**src/rtl/core/xmr_pkg.sv**
```systemverilog
// ----------------------------------------------------------------------------
// xmr_pkg
// Types and constants shared by the XMODEM checksum receiver.
// ----------------------------------------------------------------------------
package xmr_pkg;

	// Frame geometry and store size.
	localparam logic [7:0]  PAYLOAD_BYTES = 8'd128;
	localparam logic [16:0] STORE_DEPTH   = 17'h10000;

	// Protocol bytes.
	localparam logic [7:0] BYTE_SOH = 8'h01;
	localparam logic [7:0] BYTE_ACK = 8'h06;
	localparam logic [7:0] BYTE_NAK = 8'h15;
	localparam logic [7:0] BYTE_EOT = 8'h04;
	localparam logic [7:0] BYTE_ALL = 8'hFF;

	// Item codes.
	localparam logic CMD_BYTE = 1'b0;
	localparam logic CMD_TICK = 1'b1;

	// Register indexes and reset values.
	localparam logic REG_BUFFER_LENGTH = 1'b0;
	localparam logic REG_TIMEOUT_TICKS = 1'b1;
	localparam logic [16:0] BUFFER_LENGTH_RESET = 17'h10000;
	localparam logic [15:0] TIMEOUT_TICKS_RESET = 16'd4000;

	typedef struct packed {
		logic       command;
		logic [7:0] rx_byte;
	} cmd_item_t;

	typedef struct packed {
		logic        send_valid;
		logic [7:0]  send_byte;
		logic        store_valid;
		logic [15:0] store_addr;
		logic [7:0]  store_data;
		logic        done_res;
		logic [16:0] done_length;
		logic        overflow_error;
	} res_item_t;

	// Configuration seen by the frame logic.
	typedef struct packed {
		logic [16:0] buffer_length;
		logic [15:0] timeout_ticks;
		logic        restart;
	} cfg_t;

endpackage

```
**src/rtl/core/xmodem_checksum_receiver_core.sv**
```systemverilog
// ----------------------------------------------------------------------------
// xmodem_checksum_receiver_core
// XMODEM receiver with 8-bit checksum: one reply/store/done result per item.
// ----------------------------------------------------------------------------
// Feed one transaction per received serial byte (command 0) or per time tick
// (command 1); each gives exactly one result transaction carrying an optional
// ACK/NAK reply, an optional store write of a payload byte, and an optional
// done report with the committed length or an overflow flag. The block takes
// one item per cycle while the result channel does not stall; each item passes
// an input register, a single-pass frame update, and a result register.
// The rate is set by the frame state update, a single combinational pass. Write
// buffer_length (address 0) or timeout_ticks (address 4) only while no work
// is in flight; a buffer_length write restarts the transfer at block 1.
// ----------------------------------------------------------------------------
module xmodem_checksum_receiver_core import xmr_pkg::*; (
	input  logic        clk,
	input  logic        arst_n,
	// Item channel
	input  logic        cmd_valid,
	output logic        cmd_stall,
	input  cmd_item_t   cmd_item,
	// Result channel
	output logic        res_valid,
	input  logic        res_stall,
	output res_item_t   res_item,
	// Configuration port
	input  logic        psel,
	input  logic        penable,
	input  logic        pwrite,
	input  logic [2:0]  paddr,
	input  logic [31:0] pwdata,
	output logic [31:0] prdata,
	output logic        pready
);

	cfg_t      cfg;
	logic      valid_s1;
	cmd_item_t item_s1;
	logic      room;
	logic      advance;
	res_item_t res_d;

	xmr_cfg_regs u_cfg (
		.clk     (clk),
		.arst_n  (arst_n),
		.psel    (psel),
		.penable (penable),
		.pwrite  (pwrite),
		.paddr   (paddr),
		.pwdata  (pwdata),
		.prdata  (prdata),
		.pready  (pready),
		.cfg     (cfg)
	);

	// Advance the input stage whenever the result register has room;
	// stall the source only while a held item cannot move on.
	assign advance   = valid_s1 && room;
	assign cmd_stall = valid_s1 && !room;

	always_ff @(posedge clk or negedge arst_n) begin
		if (!arst_n) begin
			valid_s1 <= 1'b0;
		end else if (!cmd_stall) begin
			valid_s1 <= cmd_valid;
		end
	end

	// Capture the payload on every accepted transaction; hold it while stalled.
	always_ff @(posedge clk) begin
		if (cmd_valid && !cmd_stall) begin
			item_s1 <= cmd_item;
		end
	end

	// Update the frame state and form the result in one pass.
	xmr_frame_fsm u_fsm (
		.clk    (clk),
		.arst_n (arst_n),
		.cfg    (cfg),
		.fire   (advance),
		.item   (item_s1),
		.res    (res_d)
	);

	// Hold the result until the sink takes it.
	xmr_result_reg u_res (
		.clk       (clk),
		.arst_n    (arst_n),
		.load      (valid_s1),
		.res_in    (res_d),
		.res_stall (res_stall),
		.res_valid (res_valid),
		.res_item  (res_item),
		.room      (room)
	);

endmodule

```
**src/rtl/core/xmr_cfg_regs.sv**
```systemverilog
// ----------------------------------------------------------------------------
// xmr_cfg_regs
// APB-style register file: buffer length and timeout ticks.
// ----------------------------------------------------------------------------
module xmr_cfg_regs import xmr_pkg::*; (
	input  logic        clk,
	input  logic        arst_n,
	input  logic        psel,
	input  logic        penable,
	input  logic        pwrite,
	input  logic [2:0]  paddr,
	input  logic [31:0] pwdata,
	output logic [31:0] prdata,
	output logic        pready,
	output cfg_t        cfg
);

	logic [16:0] buffer_length_q;
	logic [15:0] timeout_ticks_q;
	logic        wr_en;

	assign pready = 1'b1;
	assign wr_en  = psel && penable && pwrite;

	always_ff @(posedge clk or negedge arst_n) begin
		if (!arst_n) begin
			buffer_length_q <= BUFFER_LENGTH_RESET;
			timeout_ticks_q <= TIMEOUT_TICKS_RESET;
		end else begin
			if (wr_en) begin
				case (paddr[2])
					REG_BUFFER_LENGTH: begin
						buffer_length_q <= pwdata[16:0];
					end
					REG_TIMEOUT_TICKS: begin
						timeout_ticks_q <= pwdata[15:0];
					end
					default: begin
					end
				endcase
			end
		end
	end

	always_comb begin
		case (paddr[2])
			REG_BUFFER_LENGTH: prdata = {15'd0, buffer_length_q};
			REG_TIMEOUT_TICKS: prdata = {16'd0, timeout_ticks_q};
			default:           prdata = '0;
		endcase
	end

	// Restart the transfer at the same edge that writes a new buffer length.
	assign cfg.buffer_length = buffer_length_q;
	assign cfg.timeout_ticks = timeout_ticks_q;
	assign cfg.restart       = wr_en && (paddr[2] == REG_BUFFER_LENGTH);

endmodule

```
**src/rtl/core/xmr_frame_fsm.sv**
```systemverilog
// ----------------------------------------------------------------------------
// xmr_frame_fsm
// Frame state and single-pass result for one received byte or tick.
// ----------------------------------------------------------------------------
module xmr_frame_fsm import xmr_pkg::*; (
	input  logic      clk,
	input  logic      arst_n,
	input  cfg_t      cfg,
	input  logic      fire,
	input  cmd_item_t item,
	output res_item_t res
);

	typedef enum logic [2:0] {
		PH_START,
		PH_NUMBER,
		PH_INVERSE,
		PH_DATA,
		PH_SUM
	} phase_t;

	phase_t      phase_q, phase_d;
	logic [7:0]  block_q, block_d;
	logic [7:0]  index_q, index_d;
	logic [7:0]  sum_q, sum_d;
	logic [16:0] offset_q, offset_d;
	logic [15:0] idle_q, idle_d;

	logic [16:0] idle_next;
	logic [16:0] limit;
	logic [17:0] pos;
	logic [7:0]  index_inc;

	assign idle_next = {1'b0, idle_q} + 17'd1;
	assign limit     = (cfg.buffer_length > STORE_DEPTH) ? STORE_DEPTH : cfg.buffer_length;
	assign pos       = {1'b0, offset_q} + {10'd0, index_q};
	assign index_inc = index_q + 8'd1;

	always_comb begin
		phase_d  = phase_q;
		block_d  = block_q;
		index_d  = index_q;
		sum_d    = sum_q;
		offset_d = offset_q;
		idle_d   = idle_q;
		res      = '0;
		if (item.command == CMD_TICK) begin
			if (idle_next >= {1'b0, cfg.timeout_ticks}) begin
				idle_d         = '0;
				res.send_valid = 1'b1;
				res.send_byte  = BYTE_NAK;
				phase_d        = PH_START;
				index_d        = '0;
				sum_d          = '0;
			end else begin
				idle_d = idle_next[15:0];
			end
		end else begin
			idle_d = '0;
			case (phase_q)
				PH_START: begin
					if (item.rx_byte == BYTE_EOT) begin
						res.send_valid  = 1'b1;
						res.send_byte   = BYTE_ACK;
						res.done_res    = 1'b1;
						res.done_length = offset_q;
						block_d         = 8'd1;
						offset_d        = '0;
						index_d         = '0;
						sum_d           = '0;
					end else if (item.rx_byte == BYTE_SOH) begin
						phase_d = PH_NUMBER;
					end else begin
						res.send_valid = 1'b1;
						res.send_byte  = BYTE_NAK;
						index_d        = '0;
						sum_d          = '0;
					end
				end
				PH_NUMBER: begin
					if (item.rx_byte == block_q) begin
						phase_d = PH_INVERSE;
					end else begin
						res.send_valid = 1'b1;
						res.send_byte  = BYTE_NAK;
						phase_d        = PH_START;
						index_d        = '0;
						sum_d          = '0;
					end
				end
				PH_INVERSE: begin
					if (item.rx_byte == (BYTE_ALL - block_q)) begin
						phase_d = PH_DATA;
					end else begin
						res.send_valid = 1'b1;
						res.send_byte  = BYTE_NAK;
						phase_d        = PH_START;
					end
					index_d = '0;
					sum_d   = '0;
				end
				PH_DATA: begin
					if (pos >= {1'b0, limit}) begin
						res.send_valid     = 1'b1;
						res.send_byte      = BYTE_NAK;
						res.done_res       = 1'b1;
						res.overflow_error = 1'b1;
						phase_d            = PH_START;
						block_d            = 8'd1;
						offset_d           = '0;
						index_d            = '0;
						sum_d              = '0;
					end else begin
						res.store_valid = 1'b1;
						res.store_addr  = pos[15:0];
						res.store_data  = item.rx_byte;
						sum_d           = sum_q + item.rx_byte;
						index_d         = index_inc;
						if (index_inc >= PAYLOAD_BYTES) begin
							phase_d = PH_SUM;
						end
					end
				end
				PH_SUM: begin
					res.send_valid = 1'b1;
					if (item.rx_byte != sum_q) begin
						res.send_byte = BYTE_NAK;
					end else begin
						res.send_byte = BYTE_ACK;
						block_d       = block_q + 8'd1;
						offset_d      = offset_q + {9'd0, PAYLOAD_BYTES};
					end
					phase_d = PH_START;
					index_d = '0;
					sum_d   = '0;
				end
				default: begin
					phase_d = PH_START;
					index_d = '0;
					sum_d   = '0;
				end
			endcase
		end
	end

	always_ff @(posedge clk or negedge arst_n) begin
		if (!arst_n) begin
			phase_q  <= PH_START;
			block_q  <= 8'd1;
			index_q  <= '0;
			sum_q    <= '0;
			offset_q <= '0;
			idle_q   <= '0;
		end else if (cfg.restart) begin
			// New buffer: restart the transfer, keep the idle count.
			phase_q  <= PH_START;
			block_q  <= 8'd1;
			index_q  <= '0;
			sum_q    <= '0;
			offset_q <= '0;
		end else if (fire) begin
			phase_q  <= phase_d;
			block_q  <= block_d;
			index_q  <= index_d;
			sum_q    <= sum_d;
			offset_q <= offset_d;
			idle_q   <= idle_d;
		end
	end

endmodule

```
**src/rtl/core/xmr_result_reg.sv**
```systemverilog
// ----------------------------------------------------------------------------
// xmr_result_reg
// Result register that holds a transaction until the sink takes it.
// ----------------------------------------------------------------------------
module xmr_result_reg import xmr_pkg::*; (
	input  logic      clk,
	input  logic      arst_n,
	input  logic      load,
	input  res_item_t res_in,
	input  logic      res_stall,
	output logic      res_valid,
	output res_item_t res_item,
	output logic      room
);

	logic      valid_q;
	res_item_t item_q;

	// Free when empty or when the held transaction leaves this cycle.
	assign room = !valid_q || !res_stall;

	always_ff @(posedge clk or negedge arst_n) begin
		if (!arst_n) begin
			valid_q <= 1'b0;
		end else if (room) begin
			valid_q <= load;
		end
	end

	always_ff @(posedge clk) begin
		if (room && load) begin
			item_q <= res_in;
		end
	end

	assign res_valid = valid_q;
	assign res_item  = item_q;

endmodule

```
**config.mk**
```make
export PLATFORM = sky130hd
export DESIGN_NAME = xmodem_checksum_receiver_core
export DESIGN_NICKNAME = d
export VERILOG_FILES = /design/src/rtl/core/xmr_pkg.sv /design/src/rtl/core/xmodem_checksum_receiver_core.sv /design/src/rtl/core/xmr_cfg_regs.sv /design/src/rtl/core/xmr_frame_fsm.sv /design/src/rtl/core/xmr_result_reg.sv
export SDC_FILE = /design/constraint.sdc
export NUM_CORES = 1
export LEC_CHECK = 0
export BUFFER_PORTS_ARGS = -buffer_cell sky130_fd_sc_hd__buf_4
export CORE_UTILIZATION = 57
export DETAILED_ROUTE_END_ITERATION = 16
export PLACE_DENSITY = 0.85
export RECOVER_POWER = 50
export SLEW_MARGIN = 20
export SYNTH_ARGS = -nofsm -noshare
export SYNTH_HDL_FRONTEND = slang
export SYNTH_SLANG_ARGS = --single-unit
```
**constraint.sdc**
```tcl
create_clock -name clk -period 4.3 [get_ports clk]
set_clock_uncertainty 0.1 [all_clocks]
set_input_delay 0.215 -clock clk [delete_from_list [all_inputs] [get_ports clk]]
set_output_delay 0.215 -clock clk [all_outputs]
set_load 0.01 [all_outputs]
```
==> flow_summary_export.csv, run 1 <==
group,metric,value,unit
placement,port-buffer-count,94,
worst_setup_path,critPathKind,"reg -> reg",
synthesis,synth.yosys.seq_area_share,46.5,%
synthesis,synth_cell_types,65,
clocking,number_of_sinks_handled_by_clock_tree_synthesis,137,
synthesis,synth.area.mux_share,4.67,%
clocking,tritoncts,"done",
sta,min_cycle_time_layout,4.10,ns
finish,n_antenna_cell,0,
flow_run,maxCapViolations,1,
route,dr.first_iter.drc_count,611,
finish,fin_nets,1024,
sta,relSlewSlack,-13.9,%
sta,timing.setup.tns,0,ns
route,detailed_route_vias_per_instance,5.86,
hold_path,hp-class,"in -> reg",
route,num_vias,6541,
worst_setup_path,ff2ff_setup_slack,0.20,ns
floorplan,fp-row-count,42,
global_route,overflow,0,
finish,post_route_cells_drive_above_1_share,16.7,%
global_route,global_route.usage.total,28.3,%
pwr,p_leak,0.00421,uW
route,route.antenna.remaining_nets,0,
synthesis,synth-seq-cells,137,
worst_setup_path,reg2reg_depth,17,
synthesis,synth_simple_gate_area_share,20.2,%
floorplan,die_span_in_y,120,um
hold_path,hold_start,"penable",
run_status,violations,"capacitance limit, slew limit",
sta,worstMarginPinSlew,1.71,ns
global_route,antenna_found_initial,0,
placement,post-place-cells,1050,
route,drc_errors,0,
placement,place.detailed.hpwl,12800,um
synthesis,synth.cell_area,0.00792,mm2
clocking,clk_pin_slew_worst_paths,0.06,ns
floorplan,initial_cell_density_of_the_core,59.1,%
route,detail_route.wl_per_cell,17.3,um
clocking,cts_root_buf,"sky130_fd_sc_hd__clkbuf_16",
hold_path,min_delay_worst_endpoint,"u_cfg.buffer_length_q[3]",
sta,layout_worst_path_cycle_share,95.4,%
sta,max_freq,244,MHz
worst_setup_path,critPathRequiredTime,4.51,ns
pwr,power_frac_clock,39.7,%
synthesis,synth_edf_count,49,
global_route,grt_pass1_wl,31300,um
placement,routabilityCongestion,0.885,
synthesis,synth_compound_gate_area_share,10.7,%
clocking,clk_path_buf_depth,2,
pwr,cell_internal_pwr,2650,uW
synthesis,synth_xor_area_share,4.20,%
sta,finalHoldViolations,0,
finish,fin_area,0.00941,mm2
sta,finalSetupViolations,0,
clocking,cts-buffers-inserted,17,
pwr,switching_share,27.7,%
sta,whs,0.384,ns
worst_setup_path,rr_startpoint,"u_fsm.idle_q[0]",
synthesis,synthArstFlopShare,64.2,%
clocking,clock_insertion_delay_worst_skew,0.43,ns
run_status,outcome,"finished with violations",
floorplan,core_area,0.0134,mm2
finish,finish.cell_count_without_fillers,1116,
finish,area_growth_syn_to_layout,18.8,%
global_route,vias_in_the_first_global_route,6283,
worst_setup_path,setup.worst_path.start_class,"register",
pwr,power.net_switching,1020,uW
pwr,worst_ir_drop_vdd,0.296,mV
worst_setup_path,critical_path_peak_fanout,15,
floorplan,num_io_pins,139,
worst_setup_path,crit_end_element,"register",
route,detail_route.wirelength,19300,um
global_route,largest_net_degree_at_the_start_of_global_routing,65,
hold_path,hold-path-cell-count,5,
route,drt_first_pass_iters,5,
sta,timing_max_transition_violations_final,65,
synthesis,syn_inst,808,
floorplan,floorplan.die.width,120,um
clocking,clock_tree.htree_level_count,4,
pwr,power_frac_seq,43.3,%
synthesis,synth_adder_area_share,7.36,%
worst_setup_path,cp_data_arrival_time,4.32,ns
floorplan,fp.dieArea,0.0144,mm2
synthesis,syn_avg_cell_area,9.81,um2
synthesis,ys.warnings.count,0,
pwr,power_density,389,mW/mm2
placement,placement.cell_area,0.00866,mm2
synthesis,synth_top_family_by_area,"simple AND/OR/NAND/NOR gates",
worst_setup_path,r2r-end,"u_fsm.sum_q[5]",
pwr,combinational_group_share_of_total_power,17.0,%
synthesis,ys_dominant_reg_cell,"sky130_fd_sc_hd__dfrtp_1",
==> how the worst max path moves through the flow <==
stage / start / endpoint / slack [ns]
global route: u_fsm.idle_q[0] / u_fsm.sum_q[5] / -0.03
CTS: u_fsm.idle_q[0] / u_fsm.sum_q[7] / 0.19
finish: u_fsm.idle_q[0] / u_fsm.sum_q[5] / 0.20
floorplan: u_fsm.idle_q[0] / u_fsm.index_q[5] / 0.94
global placement: u_fsm.idle_q[0] / u_fsm.sum_q[7] / 0.38
detailed placement: u_fsm.idle_q[0] / u_fsm.sum_q[7] / 0.23
==> layer usage <==
layer / vias up / part of all wire, % / GRT usage (%) / routed length (um)
met1: 3093 / 43 / 37.9 / 8230
li1: 3049 / - / - / -
met5: - / 0 / 0 / 0
met3: 62 / 6.7 / 5.66 / 1290
met2: 337 / 47 / 43.6 / 9080
met4: 0 / 3.6 / 14.4 / 694
==> what timing repair did <==
action,CTS,global route
gates resized for setup,0,5
setup buffers,0,4
endpoints found under the setup margin,0,19
hold endpoints to repair,105,0
hold buffers,30,0
==> synthesized netlist by cell type, drive strengths merged, types with 3 or more instances <==
master | count | area share [%]
nand2 | 122 | 6.0
dfrtp | 80 | 25
o21ai | 59 | 3.8
edfxtp | 49 | 19
ha | 45 | 7.1
nor2 | 45 | 2.2
buf | 41 | 3.6
nand3 | 38 | 2.4
mux2 | 32 | 4.5
and3 | 31 | 2.4
inv | 28 | 1.3
xnor2 | 28 | 3.1
a21oi | 26 | 1.9
clkbuf | 25 | 1.2
nand4 | 18 | 1.5
nor3 | 13 | 0.88
and2 | 11 | 0.87
nand2b | 11 | 0.87
nor4 | 11 | 0.95
o31ai | 11 | 1.0
xor2 | 10 | 1.1
dfstp | 8 | 2.7
nor2b | 8 | 0.63
or3 | 8 | 0.63
a21o | 7 | 0.66
o211ai | 4 | 0.44
or2 | 4 | 0.32
a31oi | 3 | 0.32
o21a | 3 | 0.28
o41ai | 3 | 0.52
==> worst max-delay path, stage by stage, from the launching register on <==
cell	delay, ns
sky130_fd_sc_hd__dfrtp_1	0.43
sky130_fd_sc_hd__ha_2	0.24
sky130_fd_sc_hd__nand3_1	0.19
sky130_fd_sc_hd__nor3_2	0.21
sky130_fd_sc_hd__and3_1	0.20
sky130_fd_sc_hd__and2_1	0.21
sky130_fd_sc_hd__nand3_1	0.14
sky130_fd_sc_hd__xnor2_1	0.26
sky130_fd_sc_hd__ha_1	0.29
sky130_fd_sc_hd__nand3_1	0.13
sky130_fd_sc_hd__nor4_1	0.07
sky130_fd_sc_hd__and3_1	0.18
sky130_fd_sc_hd__a211oi_1	0.31
sky130_fd_sc_hd__o21ai_2	0.21
sky130_fd_sc_hd__a41oi_4	0.35
sky130_fd_sc_hd__buf_4	0.26
sky130_fd_sc_hd__nand2_1	0.11
sky130_fd_sc_hd__o31ai_1	0.10
==> cells in the final DEF (no fill, tap or decap), types with 3 or more instances in the layout <==
master                          instances
sky130_fd_sc_hd__mux2_2                32
sky130_fd_sc_hd__clkinv_2               6
sky130_fd_sc_hd__bufinv_16              3
sky130_fd_sc_hd__dfrtp_1               80
sky130_fd_sc_hd__clkbuf_4              10
sky130_fd_sc_hd__dlygate4sd3_1         30
sky130_fd_sc_hd__conb_1                27
sky130_fd_sc_hd__a21o_1                 7
sky130_fd_sc_hd__a21oi_1               23
sky130_fd_sc_hd__nor2b_1                8
sky130_fd_sc_hd__inv_1                 27
sky130_fd_sc_hd__xor2_1                10
sky130_fd_sc_hd__dfstp_2                8
sky130_fd_sc_hd__nor2_1                44
sky130_fd_sc_hd__nand3_1               38
sky130_fd_sc_hd__buf_4                 50
sky130_fd_sc_hd__o211ai_1               3
sky130_fd_sc_hd__clkbuf_16             17
sky130_fd_sc_hd__ha_1                  44
sky130_fd_sc_hd__nor3_1                11
sky130_fd_sc_hd__nand2_1              120
sky130_fd_sc_hd__o31ai_1               11
sky130_fd_sc_hd__o21ai_0               47
sky130_fd_sc_hd__o21a_1                 3
sky130_fd_sc_hd__or3_1                  8
sky130_fd_sc_hd__clkinv_4               3
sky130_fd_sc_hd__nor4_1                 9
sky130_fd_sc_hd__edfxtp_1              49
sky130_fd_sc_hd__and3_1                31
sky130_fd_sc_hd__or2_2                  4
sky130_fd_sc_hd__nand4_1               17
sky130_fd_sc_hd__nand2b_1              11
sky130_fd_sc_hd__o21ai_1               11
sky130_fd_sc_hd__clkbuf_1              51
sky130_fd_sc_hd__xnor2_1               28
sky130_fd_sc_hd__and2_1                10
==> per-stage QoR <==
stage          worst slack [ns]  util [%]  power, uW
4_1_cts                   0.186      71.3       3680
3_3_place_gp              0.380      64.6       2190
5_1_grt                 -0.0283      70.2       3810
3_5_place_dp              0.230      64.6       2210
2_1_floorplan             0.936         -       1970
6_report                  0.199      70.2       3670
==> registers in the layout, summed over array words and instances, names as in the netlist, 3 cells and up <==
name,count
u_fsm.block_q,8
u_cfg.timeout_ticks_q,16
u_fsm.phase_q,3
item_s1,9
u_fsm.index_q,8
u_fsm.sum_q,8
u_cfg.buffer_length_q,17
u_fsm.idle_q,16
u_res.res_item,40
u_fsm.offset_q,10
==> final cells by class <==
type	count	area, um2
clock buffer	18	429
clock inverter	14	156
fill	965	3990
inverter	30	118
multi-input combinational	600	3860
sequential	137	3680
tap	176	220
timing repair buffer	141	943
==> power by group through the flow <==
stage	sequential [uW]	clock (uW)	combinational, uW
finish	1590	1450	623
detailed placement	1600	0	606
global placement	1600	0	592
CTS	1580	1470	636
floorplan	1570	0	397
global route	1600	1520	688
==> cell families after synthesis <==
| group | Yosys count |
|---|---|
| mux | 33 |
| buf+inv | 96 |
| xor+xnor | 38 |
| compound gates | 131 |
| flops | 137 |
| fa+ha+maj | 46 |
| other cells | 2 |
| simple gates | 325 |
(Power assumes the default switching activity.)
==> run 2: changes to the inputs <==
CORE_UTILIZATION = 58   (was 57)
PLACE_DENSITY = 0.86   (was 0.85)
SYNTH_HIERARCHICAL = 1   (was not set)
==> flow_summary_export.csv, run 2 <==
group,metric,value,unit
finish,n_antenna_cell,0,
pwr,power_frac_clock,37.8,%
finish,nFillCells,1109,
sta,min_cycle_time_layout,3.88,ns
worst_setup_path,setup.worst_path.start_class,"register",
finish,fin_area,0.00988,mm2
flow_run,maxCapViolations,1,
global_route,global_route.usage.total,26.3,%
synthesis,yosys.cell_count.top_type,"sky130_fd_sc_hd__nand2_1",
sta,rsz_0062_raised_after_global_routing,"false",
hold_path,hp-class,"in -> reg",
worst_setup_path,timing.critical_path.to,"u_fsm/block_q[0]",
pwr,worst_ir_drop_vdd,0.259,mV
worst_setup_path,r2r-end,"u_fsm/block_q[0]",
clocking,clock_insertion_delay_worst_skew,0.43,ns
route,dr.first_iter.drc_count,589,
worst_setup_path,critical_path_peak_fanout,12,
pwr,p_leak,0.00420,uW
pwr,totalPowerFinal,3790,uW
synthesis,syn_inst,796,
synthesis,synth.top_cells.by_count,"sky130_fd_sc_hd__nand2_1 (89), sky130_fd_sc_hd__dfrtp_1 (80), sky130_fd_sc_hd__edfxtp_1 (62), sky130_fd_sc_hd__ha_1 (45)",
placement,routabilityCongestion,0.872,
synthesis,synth_top_area_cell,"sky130_fd_sc_hd__dfrtp_1",
clocking,cts_root_buf,"sky130_fd_sc_hd__clkbuf_16",
pwr,power_density,383,mW/mm2
synthesis,syn_avg_cell_area,10.7,um2
sta,timing.setup.tns,0,ns
worst_setup_path,critPathLaunch,"u_fsm/offset_q[7]",
hold_path,hold_start,"pwrite",
sta,timing_max_transition_violations_final,44,
floorplan,floorplan.die.width,123,um
route,detail_route.wl_per_cell,16.9,um
global_route,vias_in_the_first_global_route,5993,
clocking,tritoncts,"done",
route,detailed_route_vias_per_instance,5.78,
floorplan,num_io_pins,139,
global_route,largest_net_degree_at_the_start_of_global_routing,54,
global_route,antenna_found_initial,0,
run_status,violations,"capacitance limit, slew limit",
clocking,post-cts-setup-buffer-count,0,
floorplan,core_area,0.0145,mm2
sta,finalHoldViolations,0,
floorplan,initial_cell_density_of_the_core,59.1,%
clocking,clk_pin_slew_worst_paths,0.06,ns
route,route.antenna.remaining_nets,0,
run_status,outcome,"finished with violations",
synthesis,ys.warnings.count,6,
placement,placement.cell_area,0.00935,mm2
finish,number_of_flip_flops_under_the_largest_register_name,53,
pwr,combinational_group_share_of_total_power,16.0,%
worst_setup_path,rr_startpoint,"u_fsm/offset_q[7]",
finish,fin_nets,1017,
route,num_vias,6459,
clocking,clk_path_buf_depth,2,
finish,post_route_cells_drive_above_1_share,15.2,%
pwr,power.net_switching,1040,uW
pwr,power_frac_seq,46.2,%
worst_setup_path,critPathRequiredTime,4.55,ns
synthesis,most_area_consuming_cells_after_synthesis,"sky130_fd_sc_hd__dfrtp_1 (23%), sky130_fd_sc_hd__edfxtp_1 (22%), sky130_fd_sc_hd__ha_1 (6.6%)",
synthesis,synth-seq-cells,150,
pwr,cell_internal_pwr,2750,uW
placement,place.detailed.hpwl,12900,um
floorplan,fp-row-count,44,
pwr,switching_share,27.5,%
global_route,grt_pass1_wl,30200,um
placement,port-buffer-count,105,
worst_setup_path,crit_end_element,"register",
worst_setup_path,ff2ff_setup_slack,0.42,ns
finish,layout_common_cells,"sky130_fd_sc_hd__nand2_1 (89), sky130_fd_sc_hd__dfrtp_1 (80), sky130_fd_sc_hd__clkbuf_1 (74)",
synthesis,fraction_of_post_synthesis_cell_area_in_the_top_cell_type_by_area,23.4,%
finish,final_core_util,68.2,%
worst_setup_path,critPathKind,"reg -> reg",
sta,finalSetupViolations,0,
sta,layout_worst_path_cycle_share,90.3,%
synthesis,ys_dominant_reg_cell,"sky130_fd_sc_hd__dfrtp_1",
floorplan,fp.dieArea,0.0152,mm2
sta,max_freq,257,MHz
global_route,overflow,0,
worst_setup_path,cp_data_arrival_time,4.14,ns
floorplan,die_span_in_y,123,um
sta,worstMarginPinSlew,2.32,ns
route,detail_route.wirelength,18900,um
finish,layout.cells.most_common,"sky130_fd_sc_hd__nand2_1",
route,drc_errors,0,
synthesis,synth.yosys.seq_area_share,47.6,%
synthesis,synthArstFlopShare,58.7,%
worst_setup_path,reg2reg_depth,13,
finish,area_growth_syn_to_layout,15.5,%
clocking,cts-buffers-inserted,17,
sta,relSlewSlack,-54.9,%
route,drt_first_pass_iters,5,
clocking,number_of_sinks_handled_by_clock_tree_synthesis,150,
clocking,clock_tree.htree_level_count,4,
synthesis,synth_cell_types,74,
synthesis,synth_edf_count,62,
synthesis,synth.cell_area,0.00855,mm2
sta,whs,0.334,ns
-- run 2: changes by cell type in the layout (fill, tap and decap cells not counted), moves of 14 or more --
cell	before	now
sky130_fd_sc_hd__inv_1	27	41
sky130_fd_sc_hd__o21ai_0	47	31
sky130_fd_sc_hd__clkbuf_1	51	74
sky130_fd_sc_hd__and3_1	31	9
sky130_fd_sc_hd__buf_4	50	34
sky130_fd_sc_hd__nand2_1	120	89
sky130_fd_sc_hd__nor2_1	44	30
sky130_fd_sc_hd__and2_1	10	35
-- run 2: routing by layer --
metal,vias up,wire length (um),global-route usage (%)
li1,3038,-,-
met1,3127,8540,36.5
met2,248,8810,40.9
met3,46,1090,4.94
met4,0,477,9.94
met5,-,0,0
-- run 2: final cells by class --
class / instances / area, um2 / share of cell area (%)
repair buffers: 145 / 888 / 9.00
multi-input cells: 564 / 3960 / 40.1
flip-flops and latches: 150 / 4070 / 41.3
well taps: 184 / 230 / 2.33
inverters: 42 / 158 / 1.60
clock inverters: 13 / 131 / 1.33
clock buffers: 19 / 433 / 4.38
-- run 2: how the worst min path moves through the flow --
stage / end / slack, ns / cells after the start
finish: u_cfg/buffer_length_q[8] / 0.33 / 3
global route: u_cfg/buffer_length_q[6] / 0.35 / 3
CTS: u_cfg/buffer_length_q[15] / 0.24 / 2
detailed placement: u_cfg/timeout_ticks_q[15] / 0.14 / 1
global placement: u_cfg/buffer_length_q[11] / 0.14 / 1
floorplan: u_cfg/buffer_length_q[0] / -0.18 / 0
-- run 2: power by group through the flow --
| stage | logic, uW | registers [uW] | clock network, uW |
|---|---|---|---|
| 2_1_floorplan | 422 | 1750 | 0 |
| 3_3_place_gp | 630 | 1770 | 0 |
| 3_5_place_dp | 650 | 1770 | 0 |
| 4_1_cts | 678 | 1750 | 1450 |
| 5_1_grt | 671 | 1760 | 1520 |
| 6_report | 605 | 1750 | 1430 |
-- run 2: critical path, cell delays in order (launching register included) --
cell and delay (ns):
sky130_fd_sc_hd__dfrtp_1 0.44, sky130_fd_sc_hd__ha_1 0.27, sky130_fd_sc_hd__nand3_2 0.19, sky130_fd_sc_hd__nor3_1 0.41, sky130_fd_sc_hd__xor2_1 0.14, sky130_fd_sc_hd__ha_1 0.32, sky130_fd_sc_hd__nand4_1 0.12, sky130_fd_sc_hd__nor2_1 0.15
sky130_fd_sc_hd__a41oi_1 0.19, sky130_fd_sc_hd__a21boi_2 0.33, sky130_fd_sc_hd__o311ai_2 0.19, sky130_fd_sc_hd__a2111o_1 0.47, sky130_fd_sc_hd__buf_4 0.20, sky130_fd_sc_hd__mux2_2 0.27
-- run 2: metrics by stage --
stage,std cells,worst slack (ns)
final,1117,0.416
after global routing,1117,0.168
after CTS,1117,0.478
after detailed placement,1056,0.503
after global placement,1056,0.578
after floorplan,820,0.915
-- run 2: repair_timing --
item | CTS | global route
hold buffers | 29 | 0
hold endpoints to repair | 81 | 0
resized for setup | 0 | 0
-- run 2: cell families (layout without fill, tap and decap cells) --
| group | Yosys count | count (layout) | share of synthesized area [%] |
|---|---|---|---|
| AO/OA/AOI/OAI | 124 | 124 | 10.2 |
| XOR/XNOR | 39 | 39 | 3.99 |
| adder cells (fa/ha/maj) | 46 | 46 | 6.82 |
| buffers and inverters | 106 | 219 | 6.48 |
| flip-flops | 150 | 150 | 47.6 |
| multiplexers | 55 | 55 | 7.57 |
| other | 3 | 27 | 0.132 |
| AND/OR/NAND/NOR | 273 | 273 | 17.2 |
